File: config.mk
export PLATFORM = sky130hd
export DESIGN_NAME = ijs_seq_unit
export DESIGN_NICKNAME = d
export VERILOG_FILES = /design/src/rtl/ijs_pkg.sv /design/src/rtl/ijs_seq_unit.sv
export SDC_FILE = /design/constraint.sdc
export NUM_CORES = 1
export LEC_CHECK = 0
export BUFFER_PORTS_ARGS = -buffer_cell sky130_fd_sc_hd__buf_2
export CORE_MARGIN = 2
export CORE_UTILIZATION = 40
export CTS_CLUSTER_DIAMETER = 40
export DETAILED_ROUTE_END_ITERATION = 10
export SYNTH_ARGS = -nofsm -noshare
export SYNTH_HDL_FRONTEND = slang
export SYNTH_SLANG_ARGS = --single-unit
File: constraint.sdc
create_clock -name aclk -period 4.42 [get_ports aclk]
set_clock_uncertainty 0.15 [all_clocks]
set_input_delay 0.884 -clock aclk [delete_from_list [all_inputs] [get_ports aclk]]
set_output_delay 0.884 -clock aclk [all_outputs]
set_load 0.05 [all_outputs]
File: src/rtl/ijs_pkg.sv
// Shared constants, codes and types for the interval jitter statistics block.
// Depends on nothing; every other file but the checker refers to it by scoped names.
package ijs_pkg;

    localparam int MAX_INTERVALS = 256;
    localparam int ADDR_W        = $clog2(MAX_INTERVALS);
    localparam int CNT_W         = $clog2(MAX_INTERVALS) + 1;
    localparam int IV_W          = 24;
    localparam int TIME_W        = 32;
    localparam int SUM_W         = 32;
    localparam int ACC_W         = 72;
    localparam int RATE_W        = 28;
    localparam int STEP_W        = 7;

    localparam logic [IV_W-1:0]   INTERVAL_MAX = {IV_W{1'b1}};
    localparam logic [RATE_W-1:0] RATE_MAX     = {RATE_W{1'b1}};
    // One million microseconds per second, times 256 for the Q20.8 result.
    localparam logic [RATE_W-1:0] US_SCALE     = 28'd256000000;

    localparam logic [1:0] ACT_START = 2'd0;
    localparam logic [1:0] ACT_END   = 2'd1;
    localparam logic [1:0] ACT_CYCLE = 2'd2;

    localparam logic MODE_DIV  = 1'b0;
    localparam logic MODE_SQRT = 1'b1;

    typedef struct packed {
        logic start;
        logic mode;
    } unit_req_t;

    typedef struct packed {
        logic busy;
        logic done;
    } unit_sts_t;

endpackage

File: src/rtl/ijs_seq_unit.sv
// Shared iterative unit: restoring division (one quotient bit a cycle) and
// integer square root (one root bit a cycle) on a single 37-bit subtractor.
// Depends on ijs_pkg.
module ijs_seq_unit (
    input  logic                       aclk,
    input  logic                       aresetn,
    input  ijs_pkg::unit_req_t         req,
    input  logic [ijs_pkg::ACC_W-1:0]  operand,
    input  logic [ijs_pkg::SUM_W-1:0]  divisor,
    output ijs_pkg::unit_sts_t         sts,
    output logic [ijs_pkg::ACC_W-1:0]  result
);

    logic                      busy_reg;
    logic                      done_reg;
    logic                      mode_reg;
    logic [ijs_pkg::STEP_W-1:0] cnt_reg;
    logic [ijs_pkg::ACC_W-1:0] a_reg;
    logic [35:0]               rem_reg;
    logic [31:0]               div_reg;
    logic [31:0]               root_reg;

    logic [32:0] rem_sh_div;
    logic [35:0] rem_sh_sqrt;
    logic [35:0] opa;
    logic [35:0] opb;
    logic [36:0] diff;
    logic        ge;

    always_comb begin
        rem_sh_div  = {rem_reg[31:0], a_reg[ijs_pkg::ACC_W-1]};
        rem_sh_sqrt = {rem_reg[33:0], a_reg[63:62]};
        if (mode_reg == ijs_pkg::MODE_SQRT) begin
            opa = rem_sh_sqrt;
            opb = {2'b00, root_reg, 2'b01};
        end else begin
            opa = {3'b000, rem_sh_div};
            opb = {4'b0000, div_reg};
        end
        diff = {1'b0, opa} - {1'b0, opb};
        ge   = ~diff[36];
    end

    always_ff @(posedge aclk) begin
        if (!aresetn) begin
            busy_reg <= 1'b0;
            done_reg <= 1'b0;
        end else begin
            done_reg <= 1'b0;
            if (req.start && !busy_reg) begin
                busy_reg <= 1'b1;
                mode_reg <= req.mode;
                a_reg    <= operand;
                div_reg  <= divisor;
                rem_reg  <= '0;
                root_reg <= '0;
                cnt_reg  <= (req.mode == ijs_pkg::MODE_SQRT) ? 7'd31 : 7'd71;
            end else if (busy_reg) begin
                if (mode_reg == ijs_pkg::MODE_SQRT) begin
                    rem_reg  <= ge ? diff[35:0] : rem_sh_sqrt;
                    root_reg <= {root_reg[30:0], ge};
                    a_reg    <= {a_reg[ijs_pkg::ACC_W-3:0], 2'b00};
                end else begin
                    rem_reg  <= {4'b0000, (ge ? diff[31:0] : rem_sh_div[31:0])};
                    a_reg    <= {a_reg[ijs_pkg::ACC_W-2:0], ge};
                end
                cnt_reg <= cnt_reg - 7'd1;
                if (cnt_reg == '0) begin
                    busy_reg <= 1'b0;
                    done_reg <= 1'b1;
                end
            end
        end
    end

    assign sts.busy = busy_reg;
    assign sts.done = done_reg;
    assign result   = (mode_reg == ijs_pkg::MODE_SQRT) ? {40'd0, root_reg} : a_reg;

endmodule

Word-level counts from Yosys, hierarchy flattened

Index checks and enable logic that the tools add are counted.

Add/sub/neg operators: 2
Bitwise logic cells: 3
Mux-type cells: 19
Reduce and logical (&&, ||, !) cells: 9

Operator list:

| operator              | number |
|---|---|
| $mux W72              | 4 |
| $mux W34              | 4 |
| $mux W32              | 3 |
| $sub A36 B34 Y37      | 1 |
| $mux W36              | 1 |
| $mux W7               | 3 |
| $logic_not A7 Y1      | 1 |
| $sub A7 B1 Y7 const B | 1 |
| $mux W1               | 4 |
| $reduce_and A2 Y1     | 2 |
| $reduce_bool A2 Y1    | 2 |
| $not A1 Y1            | 3 |
| $reduce_and A3 Y1     | 1 |
| $reduce_or A3 Y1      | 1 |
| $logic_and A1 B1 Y1   | 1 |
| $logic_not A1 Y1      | 1 |

Register bits: 180
Word-level logic and storage cells: 41
Input port bits: 108
Output and inout bits: 74

Longest topological paths before layout

Gate-level depths: netlist of run 1.

Word-level depth: 6
Depth in mapped cells: 17
Gate-level depth less buffers: 13

Worst setup path after synthesis of run 1

Ideal clock, no wire load.

Path type: register to register
Start point: register mode_reg
End point: register a_reg[0] (netlist name) (data pin)
Setup time: 0.270 ns
Cell stages (with the launch flop): 17
Setup slack: 0.351 ns
Clock period less this slack: 4.069 ns
Data arrival time: 3.649 ns
Path buffers: 5
Required time: 4.000 ns
Path through: edfxtp_1 buf_1 clkbuf_1 buf_1 or2_2 ha_1 inv_1 fa_1 a211oi_1 o211ai_1 a21oi_1 a211oi_2 o221ai_2 and2_1 buf_2 buf_2 o31ai_2

Word-level cells in the longest chain between the ends: 6
Elaborated cells between the ends (all ways): 7
Those cells by class: add/sub: 1; mux: 5; bitwise: 1

Ends and longest elaborated chain:

| element                              | RTL line           | text |
|---|---|---|
| from (decl)                          | ijs_seq_unit.sv:16 | `logic mode_reg;` |
| from (signal assigned)               | ijs_seq_unit.sv:52 | `mode_reg <= req.mode;` |
| $mux W36 or $mux W34 (tied branches) | ijs_seq_unit.sv:33 | `if (mode_reg == ijs_pkg::MODE_SQRT) begin` |
| $sub A36 B34 Y37                     | ijs_seq_unit.sv:40 | `diff = {1'b0, opa} - {1'b0, opb};` |
| $not A1 Y1                           | ijs_seq_unit.sv:41 | `ge = ~diff[36];` |
| $mux W72 *                           | ijs_seq_unit.sv:59 | `if (mode_reg == ijs_pkg::MODE_SQRT) begin` |
| $mux W72 *                           | ijs_seq_unit.sv:58 | `end else if (busy_reg) begin` |
| $mux W72 *                           | ijs_seq_unit.sv:50 | `if (req.start && !busy_reg) begin` |
| to (signal assigned)                 | ijs_seq_unit.sv:53 | `a_reg <= operand;` |
| to (signal assigned)                 | ijs_seq_unit.sv:62 | `a_reg <= {a_reg[ijs_pkg::ACC_W-3:0], 2'b00};` |
| to (signal assigned)                 | ijs_seq_unit.sv:65 | `a_reg <= {a_reg[ijs_pkg::ACC_W-2:0], ge};` |
| to (decl)                            | ijs_seq_unit.sv:18 | `logic [ijs_pkg::ACC_W-1:0] a_reg;` |

Mark *: on every way between the ends. The rest lies on a longest branch, timed or not. The select of a mux whose other input is x is not followed.
A chain may end at the register's enable or synchronous reset.

Worst setup path in the final report of run 1

Start point: register mode_reg
End point: register rem_reg[31] (data pin)

Word-level cells in the longest chain between the ends: 5
Elaborated cells between the ends (all ways): 7
Those cells by class: add/sub: 1; mux: 6

Ends and longest elaborated chain:

| element                              | RTL line                               | text |
|---|---|---|
| $mux W36 or $mux W34 (tied branches) | ijs_seq_unit.sv:33                     |  |
| $sub A36 B34 Y37                     | ijs_seq_unit.sv:40                     |  |
| $mux W32 or $mux W34 (tied branches) | ijs_seq_unit.sv:64, ijs_seq_unit.sv:60 |  |
| $mux W34 *                           | ijs_seq_unit.sv:59                     |  |
| $mux W34 *                           | ijs_seq_unit.sv:58                     |  |
| to (signal assigned)                 | ijs_seq_unit.sv:60                     | `rem_reg <= ge ? diff[35:0] : rem_sh_sqrt;` |
| to (signal assigned)                 | ijs_seq_unit.sv:64                     | `rem_reg <= {4'b0000, (ge ? diff[31:0] : rem_sh_div[31:0])};` |
| to (decl)                            | ijs_seq_unit.sv:19                     | `logic [35:0] rem_reg;` |

Marks and branches as above.

==> impl_metrics.json, run 1 <==
{
  "synthTopCellsByArea": "edfxtp_1, mux2_2, mux2i_1",
  "clkPwrFrac_pct": 28.8,
  "synth_nets": 1151,
  "layout-drive-gt1-share_pct": 26.5,
  "port_buffers": 181,
  "ys.flop_type": "edfxtp_1",
  "rsz0062_at_grt": "no",
  "via_per_inst": 5.35,
  "synth.most_common_cell": "edfxtp_1",
  "worstPathMaxFanout": 27,
  "yosysWarnings": 0,
  "wl_per_cell_um": 18.0,
  "antenna_found_initial": 1,
  "cts_hold_buf": 0,
  "synthDistinctLibCells": 59,
  "worst-endpoint-required_ns": 4.55,
  "drv_cap": 0,
  "p_switching_mw": 1.75,
  "synth-edff-count": 178,
  "dr.pass1.iters": 8,
  "cts_setup_buffers": 0,
  "critical_path.max_stage_delay_ns": 0.46,
  "p_int_mw": 3.39,
  "setup_tns_ns": 0,
  "cp_slowest_cell": "ha_1",
  "startpoint_type": "flip-flop",
  "postSynthCellCount": 1007,
  "die_h_um": 168,
  "yosysTopAreaCell": "edfxtp_1",
  "tightest_slew_ns": 1.06,
  "synth_seq_cells": 180,
  "holdPathEnd": "busy_reg",
  "critical_path.cell_chain": "buf_12 > buf_4 > buf_4 > mux2i_1 > ha_1 > nand2_1 > nor3_1 > a211oi_1 > nor2_1 > o221ai_2 > and2_2 > or3b_1 > a21oi_1",
  "r2r_cells": 13,
  "synth_common_cells": "edfxtp_1, nand2_1, a21oi_1, o21ai_0, mux2_2",
  "htree_num_levels": 4,
  "p_sw_share_pct": 34.0,
  "dieArea_um2": 28100,
  "place_congestion": 0.963,
  "floorplan.core_area_um2": 26100,
  "crit_top_cell": "buf_4",
  "hpwl_um": 20000,
  "hold_slack_ns": 0.398,
  "finalHoldViolations": 0,
  "grt_use_total_pct": 19.3,
  "hp-class": "flip-flop to flip-flop",
  "grt_pass1_vias": 7884,
  "fmax_ghz": 0.250,
  "fin_crit_sh_pct": 90.6,
  "cp-end-kind": "flip-flop",
  "path_buf_inv": 3,
  "clkLatencyLatePin_ns": 0.44,
  "netlist_area_um2": 10700,
  "cts_root_buffer": "clkbuf_16",
  "cpLargestDelayFamily": "simple AND/OR/NAND/NOR gates",
  "path_class": "flip-flop to flip-flop",
  "initial_core_util_pct": 41.0,
  "drv_slew": 0,
  "cts_buffers": 17,
  "dr_total_vias": 8113,
  "cts_tree": "done",
  "n_fill_cell": 2467,
  "fin_nets": 1312,
  "finalWirelength_um": 27200,
  "clkSinkCount": 180,
  "ant_nets": 0,
  "relSlewSlack_pct": 28.8,
  "regToRegSetupSlack_ns": 0.41,
  "die_w_um": 168,
  "yosysSeqAreaShare_pct": 50.3,
  "status": "finished, final reports clean",
  "grt_max_degree": 145,
  "drc_errors": 0,
  "ir_drop_mv": 0.264,
  "grt-ovfl-total": 0,
  "synth_top_area_share_pct": 49.9,
  "power_leakage_nw": 5.00,
  "setup_violations": 0,
  "combPwrFrac_pct": 29.2,
  "power_density_nw_per_um2": 409,
  "clk_pin_slew_ns": 0.07,
  "row_count": 59,
  "hold_path_depth": 2,
  "finalCriticalPeriod_ns": 4.01,
  "grt_pass1_wl_um": 42600,
  "postSynthAreaPerCell_um2": 10.6,
  "cts_buffer_depth": 2,
  "reg2reg_to": "rem_reg[31]",
  "timing.rr.start": "mode_reg",
  "worst_ep_arrival_time_ns": 4.14,
  "largest_reg_flops": 72,
  "seq_power_share_pct": 42.1,
  "drt_iter0_markers": 567,
  "ios": 182,
  "synthToLayoutAreaGrowth_pct": 17.6,
  "async_reset_ff_share_pct": 0,
  "min_from": "cnt_reg[6]"
}
[metal layers]
metal  global-route usage [%]  routed length, um  share of wire [%]  vias up
li1                         -                  -                  -     4024
met1                     26.3              12400                 45     3830
met2                     31.5              13000                 48      227
met3                     3.03               1280                4.7       32
met4                     6.58                556                2.0        0
met5                        0                  0                  0        -
[worst max-delay path by stage]
stage,startpoint,endpoint,slack (ns),cells after the start
5_1_grt,mode_reg,rem_reg[30],0.11,13
3_5_place_dp,mode_reg,rem_reg[22],0.25,14
3_3_place_gp,mode_reg,rem_reg[22],0.37,14
6_report,mode_reg,rem_reg[31],0.41,13
2_1_floorplan,mode_reg,a_reg[0],0.35,16
4_1_cts,mode_reg,rem_reg[22],0.21,14
[worst reg2reg max path: stages, from the launching register on]
cell and delay, ns:
edfxtp_1 0.40, buf_12 0.17, buf_4 0.36, buf_4 0.37
mux2i_1 0.15, ha_1 0.46, nand2_1 0.11, nor3_1 0.31
a211oi_1 0.10, nor2_1 0.23, o221ai_2 0.17, and2_2 0.32
or3b_1 0.39, a21oi_1 0.16
[logic make-up (layout without fill, tap and decap cells)]
logic type / count (synthesis) / after routing / synth area share (%)
AOI/OAI and AO/OA: 255 / 255 / 13.9
xor gates and xnor gates: 34 / 34 / 2.78
adders and majority gates: 36 / 36 / 4.28
buffers and inverters: 74 / 248 / 2.82
DFF: 180 / 180 / 50.3
muxes: 121 / 121 / 12.0
other: 0 / 1 / 0
and+or+nand+nor: 307 / 307 / 13.8
[final cells by class]
class / instances / area (um2) / share of cell area, %
diodes: 1 / 2.50 / 0.0199
clock buffers: 17 / 425 / 3.38
clock inverters: 15 / 141 / 1.12
inverters: 12 / 47.5 / 0.378
multi-input cells: 753 / 5050 / 40.1
flip-flops and latches: 180 / 5390 / 42.8
well taps: 335 / 419 / 3.33
repair buffers: 204 / 1120 / 8.87
[repair_timing]
action / CTS / global route
setup endpoints to repair: 0 / 12
hold endpoints to repair: 0 / 0
gates resized for setup: 0 / 3
[placed cells by master (no fill, tap or decap), types with 4 or more instances in the layout]
cell type	synthesis	final
nor2b_1	44	43
a21boi_0	4	4
o21bai_1	4	4
nor2_1	24	24
edfxtp_1	178	178
buf_4	2	20
inv_8	0	4
inv_6	0	4
nand3_1	5	5
nand2_1	158	158
xnor2_1	22	22
and2_1	39	38
mux2_2	61	61
mux2i_1	60	60
a21oi_1	97	96
a211oi_1	15	15
nand4_1	6	6
a31oi_1	7	7
buf_2	7	181
clkbuf_16	0	17
xor2_1	12	12
inv_1	12	11
ha_1	35	35
nor3_1	9	9
a21o_1	11	11
o21ai_0	93	93
[per-stage QoR]
stage | cell area [um2] | cells | setup slack [ns] | utilization [%] | power [mW]
6_report | 12600 | 1517 | 0.415 | 48.2 | 5.14
5_1_grt | 12600 | 1517 | 0.108 | 48.2 | 5.40
4_1_cts | 12600 | 1516 | 0.213 | 48.1 | 5.15
3_5_place_dp | 12000 | 1484 | 0.251 | 45.9 | 3.68
3_3_place_gp | 12000 | 1484 | 0.372 | 45.9 | 3.68
2_1_floorplan | 10700 | 1007 | 0.351 | - | 3.28
[power groups by stage]
stage / sequential, mW / clock (mW) / combinational [mW]
6_report: 2.16 / 1.48 / 1.50
5_1_grt: 2.18 / 1.57 / 1.65
4_1_cts: 2.17 / 1.50 / 1.49
3_5_place_dp: 2.20 / 0 / 1.48
3_3_place_gp: 2.20 / 0 / 1.47
2_1_floorplan: 2.16 / 0 / 1.12
Note: power is estimated with default switching activity, not from simulation.
==> inputs of run 2 (changes only) <==
--- a/config.mk
+++ b/config.mk
@@ -10,6 +10,7 @@
 export CORE_UTILIZATION = 40
 export CTS_CLUSTER_DIAMETER = 40
 export DETAILED_ROUTE_END_ITERATION = 10
+export REMOVE_ABC_BUFFERS = 1
 export SYNTH_ARGS = -nofsm -noshare
 export SYNTH_HDL_FRONTEND = slang
 export SYNTH_SLANG_ARGS = --single-unit
==> impl_metrics.json, run 2 (synthesized netlist as in run 1, its figures left out) <==
{
  "row_count": 59,
  "cp_slowest_cell": "a31oi_1",
  "antenna_found_initial": 0,
  "initial_core_util_pct": 41.0,
  "diodes": 0,
  "reg2reg_to": "rem_reg[31]",
  "clk_pin_slew_ns": 0.07,
  "dr_total_vias": 7942,
  "ant_nets": 0,
  "grt_use_total_pct": 17.7,
  "hold_path_depth": 2,
  "ios": 182,
  "hp-class": "flip-flop to flip-flop",
  "placed_area_um2": 12000,
  "cts_setup_buffers": 0,
  "regToRegSetupSlack_ns": 0.44,
  "drt_iter0_markers": 520,
  "relSlewSlack_pct": 41.7,
  "timing.rr.start": "mode_reg",
  "clkLatencyLatePin_ns": 0.43,
  "fmax_ghz": 0.251,
  "worstPathMaxFanout": 18,
  "grt_pass1_vias": 7808,
  "setup_tns_ns": 0,
  "grt_pass1_wl_um": 40100,
  "dr.pass1.iters": 4,
  "critical_path.cell_chain": "buf_4 > buf_4 > buf_4 > mux2i_1 > ha_1 > o21a_1 > o2111a_1 > a32oi_1 > nand4b_1 > a31oi_1 > o21ai_0 > or3b_1 > a21oi_1",
  "worst_ep_arrival_time_ns": 4.11,
  "fin_nets": 1312,
  "startpoint": "mode_reg",
  "cp-end-kind": "flip-flop",
  "via_per_inst": 5.24,
  "drc_errors": 0,
  "drv_cap": 0,
  "cts_tree": "done",
  "dieArea_um2": 28100,
  "wl_per_cell_um": 16.3,
  "cts_root_buffer": "clkbuf_16",
  "rsz0062_at_grt": "no",
  "die_h_um": 168,
  "die_w_um": 168,
  "min_from": "cnt_reg[6]",
  "status": "finished, final reports clean",
  "hpwl_um": 17500,
  "layout-drive-gt1-share_pct": 26.4,
  "instances_no_fill": 1516,
  "setup_violations": 0,
  "clkSinkCount": 180,
  "grt_max_degree": 105,
  "fin_crit_sh_pct": 90.1,
  "crit_top_cell": "buf_4",
  "tightest_slew_ns": 0.874,
  "grt-ovfl-total": 0,
  "power_density_nw_per_um2": 405,
  "cts_buffers": 17,
  "critical_path.max_stage_delay_ns": 0.43,
  "ir_drop_mv": 0.266,
  "synthToLayoutAreaGrowth_pct": 17.8,
  "final_common_cell": "buf_2",
  "floorplan.core_area_um2": 26100,
  "finalWirelength_um": 24700,
  "cts-resized-gates": 0,
  "port_buffers": 181,
  "holdPathEnd": "busy_reg",
  "finalHoldViolations": 0,
  "htree_num_levels": 4,
  "power_leakage_nw": 5.00,
  "cts_buffer_depth": 2,
  "largest_reg_flops": 72,
  "dp.cells": 1483,
  "fin_area_um2": 12600,
  "drv_slew": 0,
  "startpoint_type": "flip-flop",
  "cts_hold_buf": 0,
  "r2r_cells": 13,
  "place_congestion": 0.864,
  "finalCriticalPeriod_ns": 3.98,
  "worst-endpoint-required_ns": 4.55,
  "path_class": "flip-flop to flip-flop",
  "layout_common_cells": "buf_2, edfxtp_1, nand2_1, a21oi_1, o21ai_0"
}
[run 2: how the worst max path moves through the flow]
stage,depth (start not counted),to
2_1_floorplan,13,rem_reg[30]
3_3_place_gp,12,rem_reg[31]
3_5_place_dp,12,rem_reg[29]
4_1_cts,12,rem_reg[29]
5_1_grt,14,rem_reg[29]
6_report,13,rem_reg[31]
[run 2: routing by layer]
layer | track usage, % | part of all wire [%] | vias to the layer above
li1 | - | - | 4010
met1 | 24.7 | 49 | 3726
met2 | 29.2 | 46 | 193
met3 | 2.93 | 3.8 | 13
met4 | 3.52 | 0.73 | 0
met5 | 0 | 0 | -
[run 2: where the power goes]
| group | internal, mW | switching, mW | total, mW |
|---|---|---|---|
| Sequential | 2.08 | 0.0740 | 2.15 |
| Combinational | 0.562 | 0.895 | 1.46 |
| Clock | 0.797 | 0.704 | 1.50 |
[run 2: cell type report]
| type | instances | area [um2] |
|---|---|---|
| multi-input combinational | 753 | 5030 |
| inverter | 12 | 47.5 |
| fill | 2433 | 13500 |
| tap | 335 | 419 |
| timing repair buffer | 204 | 1140 |
| sequential | 180 | 5390 |
| clock inverter | 14 | 149 |
| clock buffer | 18 | 429 |
[run 2: worst max-delay path, delay by kind of cell (launching register included)]
kind | cells | cell delay, ns
adders and majority gates | 1 | 0.30
DFF | 1 | 0.32
AOI/OAI and AO/OA | 6 | 1.59
muxes | 1 | 0.20
and+or+nand+nor | 2 | 0.58
buffers and inverters | 3 | 0.69
[run 2: per-stage QoR]
step           setup slack (ns)  hold WS (ns)  util, %  power [mW]
6_report                  0.438         0.399     48.2        5.11
3_5_place_dp              0.265         0.385     46.0        3.65
2_1_floorplan             -5.52         0.345        -        3.29
3_3_place_gp              0.390         0.383     46.0        3.64
4_1_cts                   0.282         0.403     48.2        5.15
5_1_grt                   0.143         0.432     48.2        5.39
==> inputs of run 3 (changes only) <==
--- a/config.mk
+++ b/config.mk
@@ -10,6 +10,7 @@
 export CORE_UTILIZATION = 40
 export CTS_CLUSTER_DIAMETER = 40
 export DETAILED_ROUTE_END_ITERATION = 10
+export PLACE_DENSITY_LB_ADDON = 0.12
 export REMOVE_ABC_BUFFERS = 1
 export SYNTH_ARGS = -nofsm -noshare
 export SYNTH_HDL_FRONTEND = slang
==> impl_metrics.json, run 3 (synthesized netlist as in run 1, its figures left out) <==
{
  "path_class": "flip-flop to flip-flop",
  "wl_per_cell_um": 16.7,
  "min_from": "cnt_reg[6]",
  "pre_cts_ws_ns": 0.500,
  "seq_area_um2": 5390,
  "ant_nets": 0,
  "finalWirelength_um": 25200,
  "combPwrFrac_pct": 28.6,
  "fin_ws_ns": 0.473,
  "drc_errors": 0,
  "critical_path.max_stage_delay_ns": 0.52,
  "cpLargestDelayFamily": "buffers and inverters",
  "hold_path_depth": 2,
  "place_congestion": 0.827,
  "setup_violations": 0,
  "drt_iter0_markers": 647,
  "p_int_mw": 3.48,
  "grt_pass1_vias": 7717,
  "fin_total_pwr_mw": 5.15,
  "synthToLayoutAreaGrowth_pct": 17.7,
  "hold_slack_ns": 0.403,
  "antenna_found_initial": 1,
  "multi_input_area_um2": 5030,
  "grt_use_total_pct": 17.9,
  "cts_buffer_depth": 2,
  "regToRegSetupSlack_ns": 0.47,
  "hp-class": "flip-flop to flip-flop",
  "cts_buffers": 17,
  "worst-endpoint-required_ns": 4.53,
  "dp.cells": 1481,
  "clkSinkCount": 180,
  "layout_common_cells": "buf_2, edfxtp_1, nand2_1, a21oi_1, o21ai_0",
  "worstPathMaxFanout": 57,
  "path_buf_inv": 4,
  "ir_drop_mv": 0.202,
  "fin_crit_sh_pct": 89.3,
  "hpwl_um": 17700,
  "final_common_cell": "buf_2",
  "die_h_um": 168,
  "layout-drive-gt1-share_pct": 26.2,
  "timing.rr.start": "mode_reg",
  "htree_num_levels": 4,
  "drv_cap": 0,
  "cts_setup_buffers": 0,
  "clk_pin_slew_ns": 0.07,
  "instances_no_fill": 1513,
  "dieArea_um2": 28100,
  "via_per_inst": 5.18,
  "p_sw_share_pct": 32.4,
  "clkLatencyLatePin_ns": 0.44,
  "port_buffers": 181,
  "cp_slowest_cell": "buf_4",
  "crit_top_cell": "buf_12",
  "r2r_cells": 13,
  "cts_tree": "done",
  "grt_max_degree": 176,
  "n_fill_cell": 2521,
  "rsz0062_at_grt": "no",
  "grt-ovfl-total": 0,
  "initial_core_util_pct": 41.0,
  "cts-resized-gates": 0,
  "relSlewSlack_pct": 29.8,
  "ios": 182,
  "drv_slew": 0,
  "cts_hold_buf": 0,
  "startpoint_type": "flip-flop",
  "seq_power_share_pct": 41.8,
  "critical_path.cell_chain": "buf_12 > buf_12 > buf_4 > mux2i_1 > ha_1 > a21o_1 > a21o_1 > nand2b_1 > o221ai_2 > nand2_2 > buf_12 > and2_0 > a211oi_1",
  "dr_total_vias": 7842,
  "row_count": 59,
  "status": "finished, final reports clean",
  "holdPathEnd": "busy_reg",
  "tightest_slew_ns": 1.05,
  "p_switching_mw": 1.67,
  "grt_pass1_wl_um": 40100,
  "power_density_nw_per_um2": 409,
  "worst_ep_arrival_time_ns": 4.06,
  "reg2reg_to": "rem_reg[0]",
  "fmax_ghz": 0.253,
  "cp-end-kind": "flip-flop",
  "finalHoldViolations": 0,
  "clkPwrFrac_pct": 29.6,
  "fin_nets": 1309,
  "die_w_um": 168,
  "largest_reg_flops": 72,
  "power_leakage_nw": 5.00,
  "finalCriticalPeriod_ns": 3.95,
  "dr.pass1.iters": 4,
  "cts_root_buffer": "clkbuf_16",
  "floorplan.core_area_um2": 26100
}
run 3: cell count changes in the layout (fill, tap and decap cells not counted), sizes merged:
cell	previous run	this run
buf	204	201
bufinv	1	2
clkbuf	18	17
clkinv	4	5
clkinvlp	4	2
diode	0	1
run 3: cell type report:
class                           count  share of cell area (%)
Timing Repair Buffer              201                    8.98
Clock inverter                     14                    1.19
Tap cell                          335                    3.33
Sequential cell                   180                    42.8
Inverter                           12                   0.377
Antenna cell                        1                  0.0199
Multi-Input combinational cell    753                    40.0
Clock buffer                       17                    3.38
run 3: tightest hold or removal path: stages (launching register included):
cell	delay, ns
edfxtp_1	0.37
nor3b_1	0.07
nor2_1	0.08
run 3: power groups by stage:
| stage | Clock, mW | Combinational [mW] | Sequential [mW] |
|---|---|---|---|
| after detailed placement | 0 | 1.47 | 2.19 |
| after global routing | 1.62 | 1.63 | 2.17 |
| after global placement | 0 | 1.47 | 2.19 |
| final | 1.52 | 1.47 | 2.15 |
| after floorplan | 0 | 1.10 | 2.18 |
| after CTS | 1.56 | 1.48 | 2.15 |
run 3: worst max path at each step:
stage               slack [ns]  cells past startpoint     start           to
floorplan                -5.52                     13  mode_reg  rem_reg[30]
global placement          0.54                     12  mode_reg  rem_reg[33]
detailed placement        0.50                     12  mode_reg  rem_reg[29]
CTS                       0.49                     13  mode_reg   rem_reg[0]
global route              0.20                     13  mode_reg   rem_reg[0]
finish                    0.47                     13  mode_reg   rem_reg[0]
run 3: per-layer routing:
| layer | share of wire [%] | track usage, % | wire length, um |
|---|---|---|---|
| met1 | 49 | 24.6 | 12400 |
| met2 | 45 | 29.2 | 11400 |
| met3 | 4.7 | 4.02 | 1170 |
| met4 | 0.80 | 3.93 | 201 |
| met5 | 0 | 0 | 0 |
run 3: metrics by stage:
step	instance area, um2	util [%]	TNS [ns]
2_1_floorplan	10400	-	-774.62
3_3_place_gp	12000	46.0	0
3_5_place_dp	12000	46.0	0
4_1_cts	12600	48.2	0
5_1_grt	12600	48.2	0
6_report	12600	48.2	0
